<file path="config.mk">
export PLATFORM = sky130hd
export DESIGN_NAME = greedy_ligature_span_detector_flat
export DESIGN_NICKNAME = d
export VERILOG_FILES = /design/src/design/gls_pkg.sv /design/src/design/gls_in_if.sv /design/src/design/gls_out_if.sv /design/src/design/greedy_ligature_span_detector.sv /design/src/flat_wrapper.sv
export VERILOG_INCLUDE_DIRS = /design/src /design/src/design
export SDC_FILE = /design/constraint.sdc
export NUM_CORES = 1
export LEC_CHECK = 0
export ABC_AREA = 1
export BUFFER_PORTS_ARGS = -buffer_cell sky130_fd_sc_hd__clkbuf_2
export CAP_MARGIN = 20
export CELL_PAD_IN_SITES_DETAIL_PLACEMENT = 0
export CELL_PAD_IN_SITES_GLOBAL_PLACEMENT = 2
export CORE_ASPECT_RATIO = 1.5
export CORE_MARGIN = 4
export CORE_UTILIZATION = 40
export CTS_BUF_LIST = sky130_fd_sc_hd__clkbuf_4
export DETAILED_ROUTE_END_ITERATION = 16
export PLACE_DENSITY = 0.87
export SLEW_MARGIN = 10
export SYNTH_ARGS = -nofsm -noshare
export SYNTH_HDL_FRONTEND = slang
export SYNTH_SLANG_ARGS = --single-unit
</file>
<file path="constraint.sdc">
create_clock -name clk -period 12.35 [get_ports clk]
set_input_delay 0 -clock clk [delete_from_list [all_inputs] [get_ports clk]]
set_output_delay 0 -clock clk [all_outputs]
set_load 0.02 [all_outputs]
</file>
<file path="src/design/greedy_ligature_span_detector_assert.svh">
// Assertion macros shared by the ligature span detector.
`ifndef GREEDY_LIGATURE_SPAN_DETECTOR_ASSERT_SVH
`define GREEDY_LIGATURE_SPAN_DETECTOR_ASSERT_SVH

// Check that cons holds in the same cycle as ante.
`define GLS_ASSERT_NOW(lbl, clk, rstn, ante, cons, msg) \
    lbl: assert property (@(posedge clk) disable iff (!rstn) (ante) |-> (cons)) \
        else $error(msg);

// Check that cons holds in the cycle after ante.
`define GLS_ASSERT_NEXT(lbl, clk, rstn, ante, cons, msg) \
    lbl: assert property (@(posedge clk) disable iff (!rstn) (ante) |=> (cons)) \
        else $error(msg);

`endif

</file>
<file path="src/design/gls_pkg.sv">
// Package: span type and ligature pattern tables of the span detector.
package gls_pkg;

    localparam int CP_BITS  = 21;
    localparam int OUT_COLS = 16;
    localparam int TRI_NUM  = 8;
    localparam int DUO_NUM  = 22;

    typedef logic [CP_BITS-1:0]  cp_t;
    typedef logic [OUT_COLS-1:0] ocol_t;
    typedef logic [7:0]          ascii_t;

    typedef struct packed {
        ocol_t span_start;
        ocol_t span_end;
        cp_t   char_first;
        cp_t   char_second;
        cp_t   char_third;
    } span_t;

    localparam ascii_t TRI_PAT [TRI_NUM][3] = '{
        '{8'h21, 8'h3D, 8'h3D}, '{8'h3D, 8'h3D, 8'h3D}, '{8'h2D, 8'h2D, 8'h3E},
        '{8'h3C, 8'h2D, 8'h2D}, '{8'h2E, 8'h2E, 8'h2E}, '{8'h2F, 8'h2A, 8'h2A},
        '{8'h3C, 8'h2F, 8'h3E}, '{8'h77, 8'h77, 8'h77}
    };

    localparam ascii_t DUO_PAT [DUO_NUM][2] = '{
        '{8'h3D, 8'h3E}, '{8'h2D, 8'h3E}, '{8'h3C, 8'h2D}, '{8'h21, 8'h3D},
        '{8'h3E, 8'h3D}, '{8'h3C, 8'h3D}, '{8'h3D, 8'h3D}, '{8'h3A, 8'h3A},
        '{8'h2E, 8'h2E}, '{8'h26, 8'h26}, '{8'h7C, 8'h7C}, '{8'h7C, 8'h3E},
        '{8'h3C, 8'h7C}, '{8'h3E, 8'h3E}, '{8'h3C, 8'h3C}, '{8'h2B, 8'h2B},
        '{8'h2D, 8'h2D}, '{8'h2F, 8'h2A}, '{8'h2A, 8'h2F}, '{8'h2F, 8'h2F},
        '{8'h7E, 8'h7E}, '{8'h7E, 8'h3E}
    };

    // Match a three-codepoint window against all 3-character patterns.
    function automatic logic is_tri(cp_t a, cp_t b, cp_t c);
        logic hit;
        hit = 1'b0;
        for (int i = 0; i < TRI_NUM; i++) begin
            if (a == cp_t'(TRI_PAT[i][0]) && b == cp_t'(TRI_PAT[i][1])
                && c == cp_t'(TRI_PAT[i][2])) begin
                hit = 1'b1;
            end
        end
        return hit;
    endfunction

    // Match a two-codepoint window against all 2-character patterns.
    function automatic logic is_duo(cp_t a, cp_t b);
        logic hit;
        hit = 1'b0;
        for (int i = 0; i < DUO_NUM; i++) begin
            if (a == cp_t'(DUO_PAT[i][0]) && b == cp_t'(DUO_PAT[i][1])) begin
                hit = 1'b1;
            end
        end
        return hit;
    endfunction

endpackage

</file>
<file path="src/design/gls_in_if.sv">
// Codepoint channel: valid/ready with one codepoint and its row markers.
interface gls_in_if;
    logic           valid;
    logic           ready;
    gls_pkg::cp_t   codepoint;
    gls_pkg::ocol_t row_start;
    logic           row_last;

    modport source (output valid, output codepoint, output row_start, output row_last,
                    input ready);
    modport sink   (input valid, input codepoint, input row_start, input row_last,
                    output ready);
endinterface

</file>
<file path="src/design/gls_out_if.sv">
// Span channel: valid/ready with one detected ligature span.
interface gls_out_if;
    logic           valid;
    logic           ready;
    gls_pkg::ocol_t span_start;
    gls_pkg::ocol_t span_end;
    gls_pkg::cp_t   char_first;
    gls_pkg::cp_t   char_second;
    gls_pkg::cp_t   char_third;

    modport source (output valid, output span_start, output span_end, output char_first,
                    output char_second, output char_third, input ready);
    modport sink   (input valid, input span_start, input span_end, input char_first,
                    input char_second, input char_third, output ready);
endinterface

</file>
<file path="src/design/greedy_ligature_span_detector.sv">
// Greedy ligature span detector: one codepoint in per cycle while the skid is empty, spans out.
// A decided span is registered in the result register, or in the skid while that register holds a waiting span.
// Throughput: one item per cycle while the skid is empty; pattern match and window update are one pass.
// A two-entry result stage (register plus skid) keeps input open while a span waits.
// Reset: asynchronous, active low; clears window count, row flag, column and result valids.
module greedy_ligature_span_detector #(
    parameter int COLUMN_BITS = 16
) (
    input  logic       clk,
    input  logic       rst_n,
    gls_in_if.sink     codes,
    gls_out_if.source  spans
);

    `include "greedy_ligature_span_detector_assert.svh"

    typedef logic [COLUMN_BITS-1:0] col_t;

    // Window state
    gls_pkg::cp_t  pend0_reg, pend0_next;
    gls_pkg::cp_t  pend1_reg, pend1_next;
    logic [1:0]    count_reg, count_next;
    col_t          col_reg, col_next;
    logic          inside_reg, inside_next;

    // Result stage
    gls_pkg::span_t main_reg, skid_reg;
    logic           main_v_reg, skid_v_reg;

    logic           accept;
    logic           pop;
    logic           hit;
    gls_pkg::span_t res;
    col_t           col_eff;
    logic [1:0]     cnt_eff;
    gls_pkg::cp_t   cp;

    // Fit a column to the 16-bit span fields
    function automatic gls_pkg::ocol_t to_out(col_t c);
        logic [31:0] wide;
        wide = 32'(c);
        return wide[gls_pkg::OUT_COLS-1:0];
    endfunction

    assign codes.ready = !skid_v_reg;
    assign accept      = codes.valid && codes.ready;
    assign pop         = main_v_reg && spans.ready;
    assign cp          = codes.codepoint;

    // Pick up the row start column on the first item of a row
    assign col_eff = inside_reg ? col_reg : col_t'(codes.row_start);
    assign cnt_eff = inside_reg ? count_reg : 2'd0;

    // Resolve the window formed by the pending codepoints and the new one
    always_comb
    begin
        pend0_next  = pend0_reg;
        pend1_next  = pend1_reg;
        count_next  = cnt_eff;
        col_next    = col_eff;
        inside_next = 1'b1;
        hit         = 1'b0;
        res.span_start  = to_out(col_eff);
        res.span_end    = to_out(col_eff + col_t'(2'd2));
        res.char_first  = pend0_reg;
        res.char_second = cp;
        res.char_third  = '0;
        case (cnt_eff)
            2'd0:
            begin
                pend0_next = cp;
                count_next = 2'd1;
            end
            2'd1:
            begin
                hit        = codes.row_last && gls_pkg::is_duo(pend0_reg, cp);
                pend1_next = cp;
                count_next = 2'd2;
            end
            default:
            begin
                if (gls_pkg::is_tri(pend0_reg, pend1_reg, cp)) begin
                    hit             = 1'b1;
                    res.span_end    = to_out(col_eff + col_t'(2'd3));
                    res.char_second = pend1_reg;
                    res.char_third  = cp;
                    col_next        = col_eff + col_t'(2'd3);
                    count_next      = 2'd0;
                end
                else if (gls_pkg::is_duo(pend0_reg, pend1_reg)) begin
                    hit             = 1'b1;
                    res.char_second = pend1_reg;
                    col_next        = col_eff + col_t'(2'd2);
                    pend0_next      = cp;
                    count_next      = 2'd1;
                end
                else begin
                    // Skip one; at row end try the remaining pair
                    hit             = codes.row_last && gls_pkg::is_duo(pend1_reg, cp);
                    res.span_start  = to_out(col_eff + col_t'(2'd1));
                    res.span_end    = to_out(col_eff + col_t'(2'd3));
                    res.char_first  = pend1_reg;
                    col_next        = col_eff + col_t'(2'd1);
                    pend0_next      = pend1_reg;
                    pend1_next      = cp;
                    count_next      = 2'd2;
                end
            end
        endcase
        if (codes.row_last) begin
            count_next  = 2'd0;
            inside_next = 1'b0;
        end
    end

    // Advance control state on each accepted item
    always_ff @(posedge clk or negedge rst_n)
    begin
        if (!rst_n) begin
            count_reg  <= 2'd0;
            inside_reg <= 1'b0;
            col_reg    <= '0;
        end
        else if (accept) begin
            count_reg  <= count_next;
            inside_reg <= inside_next;
            col_reg    <= col_next;
        end
    end

    // Hold pending codepoints
    always_ff @(posedge clk)
    begin
        if (accept) begin
            pend0_reg <= pend0_next;
            pend1_reg <= pend1_next;
        end
    end

    // Result register and skid valids
    always_ff @(posedge clk or negedge rst_n)
    begin
        if (!rst_n) begin
            main_v_reg <= 1'b0;
            skid_v_reg <= 1'b0;
        end
        else if (skid_v_reg) begin
            if (pop) begin
                skid_v_reg <= 1'b0;
            end
        end
        else if (accept && hit) begin
            if (main_v_reg && !pop) begin
                skid_v_reg <= 1'b1;
            end
            else begin
                main_v_reg <= 1'b1;
            end
        end
        else if (pop) begin
            main_v_reg <= 1'b0;
        end
    end

    // Result payloads
    always_ff @(posedge clk)
    begin
        if (skid_v_reg) begin
            if (pop) begin
                main_reg <= skid_reg;
            end
        end
        else if (accept && hit) begin
            if (main_v_reg && !pop) begin
                skid_reg <= res;
            end
            else begin
                main_reg <= res;
            end
        end
    end

    assign spans.valid       = main_v_reg;
    assign spans.span_start  = main_reg.span_start;
    assign spans.span_end    = main_reg.span_end;
    assign spans.char_first  = main_reg.char_first;
    assign spans.char_second = main_reg.char_second;
    assign spans.char_third  = main_reg.char_third;

    // Checks
    `GLS_ASSERT_NOW(a_skid_behind_main, clk, rst_n, skid_v_reg, main_v_reg,
        "skid holds a span while result register is empty")
    `GLS_ASSERT_NOW(a_count_bound, clk, rst_n, 1'b1, count_reg != 2'd3,
        "pending count out of range")
    `GLS_ASSERT_NEXT(a_row_end_clears, clk, rst_n, accept && codes.row_last,
        count_reg == 2'd0 && !inside_reg, "row end did not clear the window")
    `GLS_ASSERT_NEXT(a_skid_drains, clk, rst_n, skid_v_reg && spans.ready,
        !skid_v_reg && main_v_reg, "skid did not move into the result register")

endmodule

</file>
<file path="src/flat_wrapper.sv">
// flat-port wrapper written by rule: the top's interface ports become plain ports
module greedy_ligature_span_detector_flat 
#(
    parameter int COLUMN_BITS = 16
)
  (clk, rst_n, codes_valid, codes_codepoint, codes_row_start, codes_row_last, codes_ready, spans_valid, spans_span_start, spans_span_end, spans_char_first, spans_char_second, spans_char_third, spans_ready);
  gls_in_if codes_i ();
  gls_out_if spans_i ();
  input  logic clk;
  input  logic rst_n;
  input wire logic [$bits(codes_i.valid)-1:0] codes_valid;
  input wire logic [$bits(codes_i.codepoint)-1:0] codes_codepoint;
  input wire logic [$bits(codes_i.row_start)-1:0] codes_row_start;
  input wire logic [$bits(codes_i.row_last)-1:0] codes_row_last;
  output wire logic [$bits(codes_i.ready)-1:0] codes_ready;
  output wire logic [$bits(spans_i.valid)-1:0] spans_valid;
  output wire logic [$bits(spans_i.span_start)-1:0] spans_span_start;
  output wire logic [$bits(spans_i.span_end)-1:0] spans_span_end;
  output wire logic [$bits(spans_i.char_first)-1:0] spans_char_first;
  output wire logic [$bits(spans_i.char_second)-1:0] spans_char_second;
  output wire logic [$bits(spans_i.char_third)-1:0] spans_char_third;
  input wire logic [$bits(spans_i.ready)-1:0] spans_ready;
  assign codes_i.valid = codes_valid;
  assign codes_i.codepoint = codes_codepoint;
  assign codes_i.row_start = codes_row_start;
  assign codes_i.row_last = codes_row_last;
  assign codes_ready = codes_i.ready;
  assign spans_valid = spans_i.valid;
  assign spans_span_start = spans_i.span_start;
  assign spans_span_end = spans_i.span_end;
  assign spans_char_first = spans_i.char_first;
  assign spans_char_second = spans_i.char_second;
  assign spans_char_third = spans_i.char_third;
  assign spans_i.ready = spans_ready;
  greedy_ligature_span_detector #(.COLUMN_BITS(COLUMN_BITS)) u_core (.clk(clk), .rst_n(rst_n), .codes(codes_i), .spans(spans_i));
endmodule
</file>
==> results of run 1 <==
==> stage by stage <==
stage	total power, mW	setup slack, ns	util
floorplan	1.20	5.32	-
global placement	1.30	7.43	0.441
detailed placement	1.30	7.31	0.441
CTS	2.01	7.29	0.476
global route	2.09	6.91	0.477
finish	1.98	7.31	0.477
==> worst paths after layout <==
kind	endpoint	slack, ns
min	u_core.skid_reg[89]	0.14
max	u_core.spans.span_end[8]	7.31
max in group asynchronous	u_core.col_reg[11]	11.90
max reg2reg	u_core.spans.span_end[8]	7.31
min reg2reg	u_core.col_reg[0]	0.48
min in group asynchronous	u_core.col_reg[15]	0.27
==> layout make-up <==
class,instances,area (um2),share of cell area
Multi-Input combinational cell,1269,5950,0.353
Clock inverter,16,100,0.00594
Tap cell,473,592,0.0351
Inverter,190,717,0.0425
Timing Repair Buffer,202,1320,0.0781
Clock buffer,90,676,0.0401
Sequential cell,253,7500,0.445
Antenna cell,2,5.00,0.000297
==> power by group through the flow <==
stage / sequential (mW) / clock [mW] / combinational [mW]
2_1_floorplan: 1.01 / 0 / 0.191
3_3_place_gp: 1.01 / 0 / 0.291
3_5_place_dp: 1.01 / 0 / 0.291
4_1_cts: 0.988 / 0.715 / 0.306
5_1_grt: 0.991 / 0.759 / 0.337
6_report: 0.989 / 0.690 / 0.305
==> synthesized netlist by cell type (5+ instances only) <==
library cell  number
a21oi_1           69
a31oi_1           12
and2_1            17
buf_1              8
buf_2             14
buf_4             10
clkbuf_1          26
dfrtp_1           21
edfxtp_1         232
inv_1            161
inv_2             25
mux2_2             6
nand2_1          577
nand2_2           10
nand2_4            5
nand3_1          121
nand3b_1           5
nand4_1           30
nor2_1           214
nor2_2            18
nor2_4             5
nor3_1            15
o21ai_0           39
o21ai_1           12
o21ai_2            7
o22ai_1           14
or2_2              8
xor2_1            39
==> worst min-delay path, stage by stage <==
cell,delay (ns)
clkbuf_2,0.09
o21ai_0,0.30
o21ai_2,0.34
==> layer usage <==
metal,GRT usage,part of all wire,up-vias
met5,0,0,-
met4,0.151,0.066,0
met3,0.0276,0.035,133
met2,0.484,0.56,353
met1,0.240,0.34,5857
li1,-,-,6199
==> timing repair <==
| item | 4_1_cts | 5_1_grt |
|---|---|---|
| gates resized for setup | 0 | 0 |
| hold buffers | 46 | 0 |
| endpoints found under the setup margin | 0 | 0 |
| endpoints found under the hold margin | 177 | 0 |
==> cells by family after synthesis <==
family / count (synthesis) / share of synthesized area
simple gates: 1043 / 0.313
fa+ha+maj: 4 / 0.00348
xor+xnor: 39 / 0.0237
flops: 253 / 0.520
buf+inv: 252 / 0.0718
mux: 6 / 0.00469
other cells: 1 / 0.000260
compound gates: 163 / 0.0631
==> reports/qor.yml, run 1 <==
slowest_delay_ns: 0.87
final_common_cell: "nand2_1"
critical_path_required_ns: 12.70
place_inst: 2340
placementRows: 84
rsz0062_at_grt: "false"
clock_path_buffers: 3
fmax_mhz: 198
syn_area_per_cell_um2: 8.18
swShare: 0.283
synthTopCellsByArea: "edfxtp_1 48%, nand2_1 15%, nor2_1 5.6%"
cp_num_buf_inv: 2
regToRegStartpoint: "u_core.pend1_reg[15]"
layout-drive-gt1-share: 0.176
synthArstFlopShare: 0.0830
wl_per_cell_um: 19.7
num_vias: 12500
intPower_mw: 1.42
skew_ns: 0.0404
setup_viol: 0
hold_viol: 0
grt_overflow: 0
hpwl_um: 36700
cap_violations: 0
die_area_mm2: 0.0392
rr_worst_depth: 16
post-route-drc-count: 0
ys_seq_area_frac: 0.520
holdCritPathClass: "in -> reg"
fin_nets: 2022
htreeDepth: 2
synth_area_mm2: 0.0144
grt_pass1_vias: 12700
synth.distinct_cells: 48
grt_pass1_wl_um: 72600
comb_power_share: 0.154
cts-root-buf: "clkbuf_4"
die_h_um: 240
outcome: "finished, final reports clean"
pin_count: 139
cts_setup_buffers: 0
ys_warn_count: 0
clock-sinks: 253
grt_max_degree: 82
die_x_um: 163
worstSetupPathType: "reg -> reg"
critPathLaunch: "u_core.pend1_reg[15]"
p_sw_uw: 562
p_per_area_mw_per_mm2: 118
drt_iter0_markers: 884
final_cell_mix: "576 x nand2_1, 232 x edfxtp_1, 213 x nor2_1"
antenna_found_initial: 1
setup-tns-final_ns: 0
synth.largest_area_cell: "edfxtp_1"
hp-start: "codes_row_start[10]"
synth-main-ff-cell: "edfxtp_1"
synth_edf_count: 232
via_per_inst: 5.03
port_buffers: 138
crit_fanout: 72
placed_area_mm2: 0.0156
hold_depth: 3
pwr-share-clk: 0.348
slew_viol_final: 0
worst-path-stages: 16
synthToLayoutAreaGrowth_pct: 17.0
postSynthCellCount: 1761
synth_top_area_frac: 0.484
synth-seq-cells: 253
largest_reg_flops: 95
seqPwrFrac: 0.498
gp_congestion: 0.932
maxSlewHeadroom: 0.313
p_leak_nw: 7.38
ir_worst_vdd_uv: 66.1
core_mm2: 0.0353
finalCritPeriodShare: 0.408
setup.worst_path.end_class: "register"
cp_slowest_cell: "buf_4"
stdcell_count: 2495
clk_latency_ns: 0.75
initial_utilization: 0.408
cts_made_buffers: 60
fillCellCount: 3626
worstPathArrival_ns: 5.39
ant_nets: 0
hold_slack_ns: 0.142
finish.instance_area_mm2: 0.0169
crit_chain: "nor2_1 > nand2_1 > nor2_4 > nand2_1 > o21ai_0 > nand2_1 > nand2_1 > inv_1 > nand3_2 > nor2_8 > nand2_4 > nor2_8 > nand2_2 > nand2_1 > a21oi_4 > buf_4"
drt-pass1-iter-count: 8
tightest_slew_ns: 1.03
drt-total-wl_um: 49100
cts_tree: "yes"
crit_path_start_kind: "register"
crit_top_cell: "nand2_1"
cts.clk_slew.worst_paths_ns: 0.07
cpLargestDelayFamily: "simple AND/OR/NAND/NOR gates"
grt_util_all_layers: 0.246
min_period_ns: 5.04
Note: power is estimated with default switching activity, not from simulation.
==> inputs of run 2 (changes only) <==
- CORE_UTILIZATION: 40 -> 37
- PLACE_DENSITY: 0.87 -> 0.81
- clock period: 12.35 -> 5.3 ns (I/O delays scaled with it)
==> reports/qor.yml, run 2 (synthesis results as in run 1) <==
cp_slowest_cell: "buf_4"
power_mw: 4.78
hold_slack_ns: 0.165
largest_reg_flops: 95
drt-pass1-iter-count: 7
fillCellCount: 3935
setup-tns-final_ns: 0
clk_latency_ns: 0.73
outcome: "finished, final reports clean"
cts_made_buffers: 66
synthToLayoutAreaGrowth_pct: 17.8
worstPathArrival_ns: 4.12
hold_viol: 0
critical_path_required_ns: 5.64
maxSlewHeadroom: 0.318
hpwl_um: 37800
slew_viol_final: 0
tightest_slew_ns: 1.02
antenna_found_initial: 1
pin_count: 139
post-route-drc-count: 0
ir_worst_vdd_uv: 199
drt-total-wl_um: 50900
crit_chain: "nor2_1 > nand2_1 > nor2_4 > nand2_1 > o21ai_0 > nand2_1 > nand2_1 > inv_1 > nand3_2 > nor2_8 > nand2_4 > nor2_8 > nand2_2 > nand3_1 > nor2_4 > buf_4"
ff_latch_area_mm2: 0.00750
initial_utilization: 0.375
p_leak_nw: 7.43
worstSetupPathType: "reg -> reg"
ant_nets: 0
clock-sinks: 253
cts-root-buf: "clkbuf_4"
wl_per_cell_um: 20.1
stdcell_count: 2533
die_area_mm2: 0.0422
clock_path_buffers: 3
setup.worst_path.end_class: "register"
htreeDepth: 3
drt_iter0_markers: 737
finish.instance_area_mm2: 0.0170
crit_fanout: 48
setup_viol: 0
grt_overflow: 0
num_vias: 12700
grt_pass1_vias: 13100
via_per_inst: 5.01
grt_max_degree: 82
grt_pass1_wl_um: 76100
final_cell_mix: "576 x nand2_1, 232 x edfxtp_1, 213 x nor2_1"
place_inst: 2364
preCtsSetupSlack_ns: 1.55
fin_util: 0.442
core_mm2: 0.0384
skew_ns: 0.0389
port_buffers: 138
fmax_mhz: 265
final_common_cell: "nand2_1"
cts.clk_slew.worst_paths_ns: 0.06
cts_setup_buffers: 0
min_period_ns: 3.78
grt_util_all_layers: 0.239
cpLargestDelayFamily: "simple AND/OR/NAND/NOR gates"
rsz0062_at_grt: "false"
layout-drive-gt1-share: 0.179
gp_congestion: 0.958
die_h_um: 250
cap_violations: 0
fin_ws_ns: 1.52
finalCritPeriodShare: 0.713
crit_path_start_kind: "register"
cts_tree: "yes"
holdCritPathClass: "in -> reg"
die_x_um: 169
p_per_area_mw_per_mm2: 282
crit_top_cell: "nand2_1"
placementRows: 88
cp_num_buf_inv: 2
placed_area_mm2: 0.0156
multi_input_area_mm2: 0.00595
fin_nets: 2028
slowest_delay_ns: 0.55
run 2: power by group:
| group | total, mW | switching, mW | internal (mW) | leakage [nW] |
|---|---|---|---|---|
| Sequential | 2.30 | 0.0369 | 2.27 | 2.34 |
| Combinational | 0.709 | 0.488 | 0.221 | 4.58 |
| Clock | 1.77 | 0.842 | 0.925 | 0.510 |
run 2: tightest hold or removal path, cell delays in order:
cell and delay [ns]:
dlygate4sd3_1 0.52, clkbuf_2 0.14, nand2_1 0.05, o21ai_0 0.06
run 2: layout make-up:
cell class	instances	area share
antenna	3	0.000442
clock buffer	94	0.0416
clock inverter	27	0.0100
inverter	190	0.0422
multi-input combinational	1269	0.351
sequential	253	0.442
tap	495	0.0365
timing repair buffer	202	0.0770
run 2: routing by layer:
| layer | vias up | GRT usage | routed length [um] |
|---|---|---|---|
| met5 | - | 0 | 0 |
| met2 | 363 | 0.454 | 27800 |
| li1 | 6231 | - | - |
| met1 | 5914 | 0.232 | 17400 |
| met4 | 0 | 0.165 | 3930 |
| met3 | 171 | 0.0330 | 1840 |
run 2: repair_timing:
action	4_1_cts	5_1_grt
endpoints found under the hold margin	155	0
hold buffers	45	0
endpoints found under the setup margin	0	0
resized for setup	0	0
run 2: final timing paths:
check	start	end	slack [ns]	cells after the start
worst max-delay path	u_core.pend1_reg[15]	u_core.skid_reg[4]	1.52	16
worst min-delay path	codes_codepoint[11]	u_core.pend0_reg[11]	0.16	4
worst max register to register	u_core.pend1_reg[15]	u_core.skid_reg[4]	1.52	16
worst min register to register	u_core.skid_reg[20]	u_core.spans.char_third[20]	0.50	2
max in group asynchronous	rst_n	u_core.col_reg[11]	4.77	4
min in group asynchronous	rst_n	u_core.count_reg[0]	0.34	4
